--- config.mk ---
export PLATFORM = sky130hd
export DESIGN_NAME = bba_ctrl
export DESIGN_NICKNAME = d
export VERILOG_FILES = /design/src/bba_pkg.sv /design/src/bba_ctrl.sv
export VERILOG_INCLUDE_DIRS = /design/src /design/src/src
export SDC_FILE = /design/constraint.sdc
export NUM_CORES = 1
export LEC_CHECK = 0
export BUFFER_PORTS_ARGS = -buffer_cell sky130_fd_sc_hd__clkbuf_2
export CAP_MARGIN = 20
export CORE_UTILIZATION = 45
export DETAILED_ROUTE_END_ITERATION = 16
export GPL_ROUTABILITY_DRIVEN = 0
export PLACE_DENSITY = 0.75
export SYNTH_ARGS = -nofsm -noshare
export SYNTH_HDL_FRONTEND = slang
export SYNTH_SLANG_ARGS = --single-unit
--- constraint.sdc ---
create_clock -name clk_i -period 2.8 [get_ports clk_i]
set_clock_uncertainty 0.15 [all_clocks]
set_input_delay 0.28 -clock clk_i [delete_from_list [all_inputs] [get_ports clk_i]]
set_output_delay 0.28 -clock clk_i [all_outputs]
set_load 0.01 [all_outputs]
--- src/buddy_block_allocator_macros.svh ---
// assertion macros for the buddy block allocator
`ifndef BUDDY_BLOCK_ALLOCATOR_MACROS_SVH
`define BUDDY_BLOCK_ALLOCATOR_MACROS_SVH
`ifndef SYNTHESIS
`define BBA_ASSERT_CLK(lbl, clk, rstn, prop, msg) \
  lbl: assert property (@(posedge clk) disable iff (!rstn) prop) else $error(msg);
`define BBA_ASSERT(lbl, prop, msg) `BBA_ASSERT_CLK(lbl, clk_i, rst_ni, prop, msg)
`else
`define BBA_ASSERT_CLK(lbl, clk, rstn, prop, msg)
`define BBA_ASSERT(lbl, prop, msg)
`endif
`endif

--- src/bba_pkg.sv ---
// shared types and constants of the buddy block allocator
package bba_pkg;

  localparam int unsigned MAX_TREE_LEVELS_DEF = 10;
  localparam int unsigned OFFSET_BITS_DEF     = 32;

  localparam logic [4:0] MAX_LOG2_RST = 5'd20;
  localparam logic [4:0] MIN_LOG2_RST = 5'd10;

  // configuration register indexes
  localparam logic REG_MAX_BLOCK_LOG2 = 1'b0;
  localparam logic REG_MIN_BLOCK_LOG2 = 1'b1;

  typedef enum logic [1:0] {
    ST_ABSENT = 2'd0,
    ST_FREE   = 2'd1,
    ST_SPLIT  = 2'd2,
    ST_ALLOC  = 2'd3
  } node_st_e;

  typedef enum logic [1:0] {
    RES_DONE      = 2'd0,
    RES_BAD_SIZE  = 2'd1,
    RES_NO_FREE   = 2'd2,
    RES_NOT_ALLOC = 2'd3
  } res_st_e;

  typedef enum logic [3:0] {
    CMD_NONE,
    CMD_CLEAR,
    CMD_ACCEPT,
    CMD_SCAN_STEP,
    CMD_SCAN_NEXT,
    CMD_SCAN_TAKE,
    CMD_SPLIT_P,
    CMD_SPLIT_R,
    CMD_SPLIT_L,
    CMD_ALLOC_POST,
    CMD_MERGE_RD,
    CMD_MERGE_ABS,
    CMD_MERGE_UP,
    CMD_WALK_DESC,
    CMD_FREE_POST,
    CMD_POST_ERR
  } dp_cmd_e;

  typedef struct packed {
    dp_cmd_e cmd;
    res_st_e err;
  } dp_ctl_t;

  typedef struct packed {
    logic     is_free;
    logic     bad_size;
    logic     level_done;
    logic     best_any;
    logic     lv_zero;
    logic     lvl_lt_want;
    logic     lvl_zero;
    logic     walk_more;
    logic     clr_last;
    node_st_e rd_state;
  } dp_sts_t;

endpackage

--- src/bba_ctrl.sv ---
// sequencing state machine of the buddy block allocator
`include "buddy_block_allocator_macros.svh"
module bba_ctrl (
  input  logic             clk_i,
  input  logic             rst_ni,
  input  logic             start_i,
  output logic             busy_o,
  input  bba_pkg::dp_sts_t sts_i,
  output bba_pkg::dp_ctl_t ctl_o
);
  import bba_pkg::*;

  typedef enum logic [14:0] {
    S_CLEAR     = 15'b000000000000001,
    S_IDLE      = 15'b000000000000010,
    S_DISPATCH  = 15'b000000000000100,
    S_SCAN      = 15'b000000000001000,
    S_SPLIT_CHK = 15'b000000000010000,
    S_SPLIT_P   = 15'b000000000100000,
    S_SPLIT_R   = 15'b000000001000000,
    S_SPLIT_L   = 15'b000000010000000,
    S_ALLOC     = 15'b000000100000000,
    S_WALK_RD   = 15'b000001000000000,
    S_WALK_EV   = 15'b000010000000000,
    S_MERGE_RD  = 15'b000100000000000,
    S_MERGE_EV  = 15'b001000000000000,
    S_MERGE_W2  = 15'b010000000000000,
    S_FREE_W    = 15'b100000000000000
  } state_e;

  state_e state_q, state_d;

  // next state and datapath command
  always_comb begin
    state_d   = state_q;
    ctl_o.cmd = CMD_NONE;
    ctl_o.err = RES_DONE;
    case (state_q)
      S_CLEAR: begin
        ctl_o.cmd = CMD_CLEAR;
        if (sts_i.clr_last) begin
          state_d = S_IDLE;
        end
      end
      S_IDLE: begin
        if (start_i) begin
          ctl_o.cmd = CMD_ACCEPT;
          state_d   = S_DISPATCH;
        end
      end
      S_DISPATCH: begin
        if (sts_i.is_free) begin
          state_d = S_WALK_RD;
        end else if (sts_i.bad_size) begin
          ctl_o.cmd = CMD_POST_ERR;
          ctl_o.err = RES_BAD_SIZE;
          state_d   = S_IDLE;
        end else begin
          state_d = S_SCAN;
        end
      end
      S_SCAN: begin
        if (!sts_i.level_done) begin
          ctl_o.cmd = CMD_SCAN_STEP;
        end else if (sts_i.best_any) begin
          ctl_o.cmd = CMD_SCAN_TAKE;
          state_d   = S_SPLIT_CHK;
        end else if (sts_i.lv_zero) begin
          ctl_o.cmd = CMD_POST_ERR;
          ctl_o.err = RES_NO_FREE;
          state_d   = S_IDLE;
        end else begin
          ctl_o.cmd = CMD_SCAN_NEXT;
        end
      end
      S_SPLIT_CHK: begin
        state_d = sts_i.lvl_lt_want ? S_SPLIT_P : S_ALLOC;
      end
      S_SPLIT_P: begin
        ctl_o.cmd = CMD_SPLIT_P;
        state_d   = S_SPLIT_R;
      end
      S_SPLIT_R: begin
        ctl_o.cmd = CMD_SPLIT_R;
        state_d   = S_SPLIT_L;
      end
      S_SPLIT_L: begin
        ctl_o.cmd = CMD_SPLIT_L;
        state_d   = S_SPLIT_CHK;
      end
      S_ALLOC: begin
        ctl_o.cmd = CMD_ALLOC_POST;
        state_d   = S_IDLE;
      end
      S_WALK_RD: begin
        state_d = S_WALK_EV;
      end
      S_WALK_EV: begin
        if ((sts_i.rd_state == ST_SPLIT) && sts_i.walk_more) begin
          ctl_o.cmd = CMD_WALK_DESC;
          state_d   = S_WALK_RD;
        end else if (sts_i.rd_state == ST_ALLOC) begin
          state_d = S_MERGE_RD;
        end else begin
          ctl_o.cmd = CMD_POST_ERR;
          ctl_o.err = RES_NOT_ALLOC;
          state_d   = S_IDLE;
        end
      end
      S_MERGE_RD: begin
        if (sts_i.lvl_zero) begin
          state_d = S_FREE_W;
        end else begin
          ctl_o.cmd = CMD_MERGE_RD;
          state_d   = S_MERGE_EV;
        end
      end
      S_MERGE_EV: begin
        if (sts_i.rd_state == ST_FREE) begin
          ctl_o.cmd = CMD_MERGE_ABS;
          state_d   = S_MERGE_W2;
        end else begin
          state_d = S_FREE_W;
        end
      end
      S_MERGE_W2: begin
        ctl_o.cmd = CMD_MERGE_UP;
        state_d   = S_MERGE_RD;
      end
      S_FREE_W: begin
        ctl_o.cmd = CMD_FREE_POST;
        state_d   = S_IDLE;
      end
      default: begin
        state_d = S_IDLE;
      end
    endcase
  end

  // state register, clearing pass follows reset
  always_ff @(posedge clk_i or negedge rst_ni) begin
    if (!rst_ni) begin
      state_q <= S_CLEAR;
    end else begin
      state_q <= state_d;
    end
  end

  assign busy_o = (state_q != S_IDLE);

  `BBA_ASSERT(a_accept_busy, (start_i && !busy_o) |=> busy_o, "accepted word did not raise busy")
  `BBA_ASSERT(a_scan_alloc, (state_q == S_SCAN) |-> !sts_i.is_free, "level scan on a free request")

endmodule

# Yosys cells after proc, flatten, opt, wreduce, memory -nomap -nowiden

Index checks and enable logic that the tools add are counted.
W data, S select, Z words.

Add/subtract/negate cells: 0
Multiply operators: 0
Div/mod/pow operators: 0
Magnitude comparators: 0
Eq/ne operators: 23
Shift operators: 0
Muxes and demuxes: 29
Bitwise operators: 0
Reduce and logical (&&, ||, !) cells: 2

Operators by type and width:

| kind                   | number |
|---|---|
| $pmux W15 S13          | 1 |
| $mux W15               | 9 |
| $pmux W4 S13           | 1 |
| $mux W4                | 7 |
| $mux W6                | 3 |
| $eq A15 B1 Y1 const B  | 1 |
| $eq A15 B10 Y1 const B | 1 |
| $eq A15 B11 Y1 const B | 1 |
| $eq A15 B12 Y1 const B | 1 |
| $eq A15 B13 Y1 const B | 1 |
| $eq A15 B14 Y1 const B | 1 |
| $eq A15 B15 Y1 const B | 1 |
| $eq A15 B2 Y1 const B  | 1 |
| $eq A15 B3 Y1 const B  | 1 |
| $eq A15 B4 Y1 const B  | 1 |
| $eq A15 B5 Y1 const B  | 1 |
| $eq A15 B6 Y1 const B  | 1 |
| $eq A15 B7 Y1 const B  | 1 |
| $eq A15 B8 Y1 const B  | 1 |
| $eq A15 B9 Y1 const B  | 1 |
| $ne A15 B2 Y1 const B  | 1 |
| $mux W12               | 1 |
| $mux W2                | 5 |
| $mux W9                | 1 |
| 7 further kinds        | 10 |

Flip-flop bits (word level): 15
Bits in latches: 0
Memory bits (writable): 0
Bits in read-only memories: 0
Input bits: 14
Output and inout bits: 7
Memories: 0

# Longest topological paths before layout

Word-level depth: 4
Depth in mapped cells: 6
Depth with buffers taken out: 5

# Worst setup path after synthesis

OpenSTA, ideal clock, no wires.

Kind: reg2out
From: register state_q[7]
To: output port ctl_o[5] (netlist bit)
Arrival: 1806 ps
Data required time: 2370 ps
Setup slack: 564 ps
Stages on the path, launching flop included: 6
Buffers on the path: 1
Cell sequence: dfrtp_1 -> buf_6 -> or4_4 -> nor4_4 -> nand2_1 -> o2111ai_1

RTL lines:

| item                     | line            | text |
|---|---|---|
| start: declaration       | bba_ctrl.sv:31  | `state_e state_q, state_d;` |
| start signal: assignment | bba_ctrl.sv:145 | `state_q <= state_d;` |
| end: declaration         | bba_ctrl.sv:9   | `output bba_pkg::dp_ctl_t ctl_o` |

==> metrics.yaml <==
sta:
  drv_slew: 0
  period_share: 0.967
  tightest_slew_ps: 618
  final.min_clock_period_ps: 2710
  finalHoldViolCount: 0
  max_freq_mhz: 369
  rsz0062_at_grt: "false"
  fin_tns_setup_ps: 0
  finalSetupViolCount: 0
  fin_ws_ps: 92.2
  slew-limit-headroom: 0.582
logic_synthesis:
  syn-instance-count: 131
  synth_edf_count: 0
  syn_nets: 145
  synth_seq_cells: 15
  yosys_warnings: 0
  netlist_area_um2: 1160
  synth.top_cell.area_share: 0.301
  syn_area_per_cell_um2: 8.87
  netlist-cell-type-count: 42
  synthArstFlopShare: 1.00
  yosys.cell_count.top_type: "nand2_1"
  synth_seq_area_share: 0.324
  synth_area_leaders: "dfrtp_1, nor4b_1, nand2_1"
  synth_largest_area_cell: "dfrtp_1"
  synthTopCellsByCount: "nand2_1, dfrtp_1, nor2_1"
  ys.flop_type: "dfrtp_1"
cells_and_area:
  area_growth_pct: 18.0
  multi_input_comb_area_um2: 743
  final_layout_size_suffix_gt1_frac: 0.321
  regMostFlops: "state_q"
  final_cells: 186
  fillerInstances: 223
  reg_top3: "state_q: 15 flops"
  diodes: 0
  final_nets: 171
  regArea_um2: 383
  largest_reg_flops: 15
clock_tree:
  clk_latency_ps: 300
  cts_made_buffers: 3
  clk_path_buf_depth: 2
  cts_tree: "yes"
  clk_pin_slew_ps: 100
  cts.sinks: 15
  ctsHtreeMaxLevel: 1
  cts_root_buf: "clkbuf_4"
hold_path:
  hp-start: "sts_i[9]"
  min_path_cells: 2
  hold_path.class: "input port to flip-flop"
  min_to: "state_q[3]"
pwr:
  peakVddDrop_uv: 407
  leakagePower_nw: 0.609
  p_per_area_nw_per_um2: 523
routing:
  first_iter_violations: 36
  drc_errors: 0
  post_drt_wl_per_cell_um: 15.2
  first_pass_iters: 4
  ant_nets: 0
  wl_mm: 2.82
  vias: 1133
  vias_per_cell: 6.09
global_route:
  antenna_found_initial: 0
  met1_usage: 0.262
  busiest_layer: "met2"
  grt_pass1_wl_mm: 4.14
  grt_start_max_net_pins: 16
  use_met2: 0.344
  grt.total_usage: 0.206
  grt-ovfl-total: 0
  first_global_vias: 939
  grt_use_met3: 0.0348
critical_path:
  cp.arrival_ps: 2280
  r2r_end: "state_q[1]"
  crit_path_top_delay_cell: "or4_4"
  r2r_start: "state_q[8]"
  crit_fanout: 8
  required_ps: 2370
  critPathMaxStageDelay_ps: 610
  start_kind: "flip-flop"
  reg2reg_depth: 7
  path_cells: "or4_4 -> nor3_4 -> and4b_4 -> a21oi_1 -> o2111ai_1 -> clkbuf_2"
  regToRegSetupSlack_ps: 640
  crit_type: "flip-flop to primary output"
  endpoint_kind: "primary output"
floorplan:
  ios: 21
  coreArea_um2: 2450
  die_y_um: 52.8
  dieWidth_um: 52.8
  start_util: 0.473
  num_rows: 18
  die_area_um2: 2790
placement:
  place_hpwl_mm: 2.06
  dp_slack_ps: 367
  io_buffers: 20
  dp_cells: 175
job:
  drv_cap: 0
outcome:
  status: "finished clean"
[worst max-delay path by stage]
stage	startpoint	to	slack [ps]	cells after the start
2_1_floorplan	state_q[7]	ctl_o[5]	560	5
3_3_place_gp	state_q[6]	ctl_o[5]	400	6
3_5_place_dp	state_q[7]	ctl_o[3]	370	6
4_1_cts	state_q[7]	ctl_o[3]	30	6
5_1_grt	state_q[8]	ctl_o[5]	10	6
6_report	state_q[8]	ctl_o[5]	90	6
[layer usage]
metal,share of wire,routed length (µm),vias up
met2,0.52,1480,28
li1,-,-,547
met4,0.0099,28,0
met5,0,0,-
met3,0.039,109,4
met1,0.43,1200,554
[power by group]
group	leakage (nW)	total, mW	internal, mW	switching, mW
sequential	0.195	0.278	0.237	0.0407
clock	0.0177	0.129	0.0533	0.0759
combinational	0.396	0.311	0.148	0.163
[placed cells by master (no fill, tap or decap), drive strengths merged, types with 3 or more instances in the layout]
master,Yosys,routed
xnor2,3,3
inv,6,6
nor2,12,12
dfrtp,14,14
nor3,4,4
nor4,6,6
buf,4,5
nor4b,9,9
clkbuf,2,23
o21ai,6,6
nor2b,5,5
nand4,6,6
nor3b,5,5
nand4b,3,3
or3,3,3
and3,3,3
nand2,15,15
a21oi,3,3
[cell type report]
class / instances / area share
sequential: 15 / 0.279
timing repair buffer: 27 / 0.115
tap: 30 / 0.0274
multi-input combinational: 104 / 0.542
clock buffer: 3 / 0.0164
clock inverter: 1 / 0.00365
inverter: 6 / 0.0164
[worst max-delay path: cells and delay by family (launching register included)]
kind	cells	cell delay, ps
compound gates	2	170
buf+inv	1	160
flops	1	470
simple gates	3	1180
[cells by family (layout without fill, tap and decap cells)]
kind of cell / count (synthesis) / after routing / share of synthesized area
xor gates and xnor gates: 5 / 5 / 0.0377
and+or+nand+nor: 80 / 80 / 0.471
buffers and inverters: 12 / 37 / 0.0538
DFF: 15 / 15 / 0.324
AOI/OAI and AO/OA: 19 / 19 / 0.113
[timing repair]
item	in CTS	in global routing
resized for setup	0	9
buffers inserted	0	5
hold buffers	2	0
setup endpoints to repair	0	6
endpoints found under the hold margin	15	0
[metrics by stage]
step	utilization	hold slack (ps)	power (mW)	area, µm²
5_1_grt	0.559	3.41	0.763	1370
4_1_cts	0.533	6.25	0.686	1310
3_3_place_gp	0.513	61.4	0.546	1260
3_5_place_dp	0.513	72.1	0.554	1260
2_1_floorplan	-	-166	0.476	1160
6_report	0.559	9.15	0.718	1370
Power figures use the tool's default switching activity.
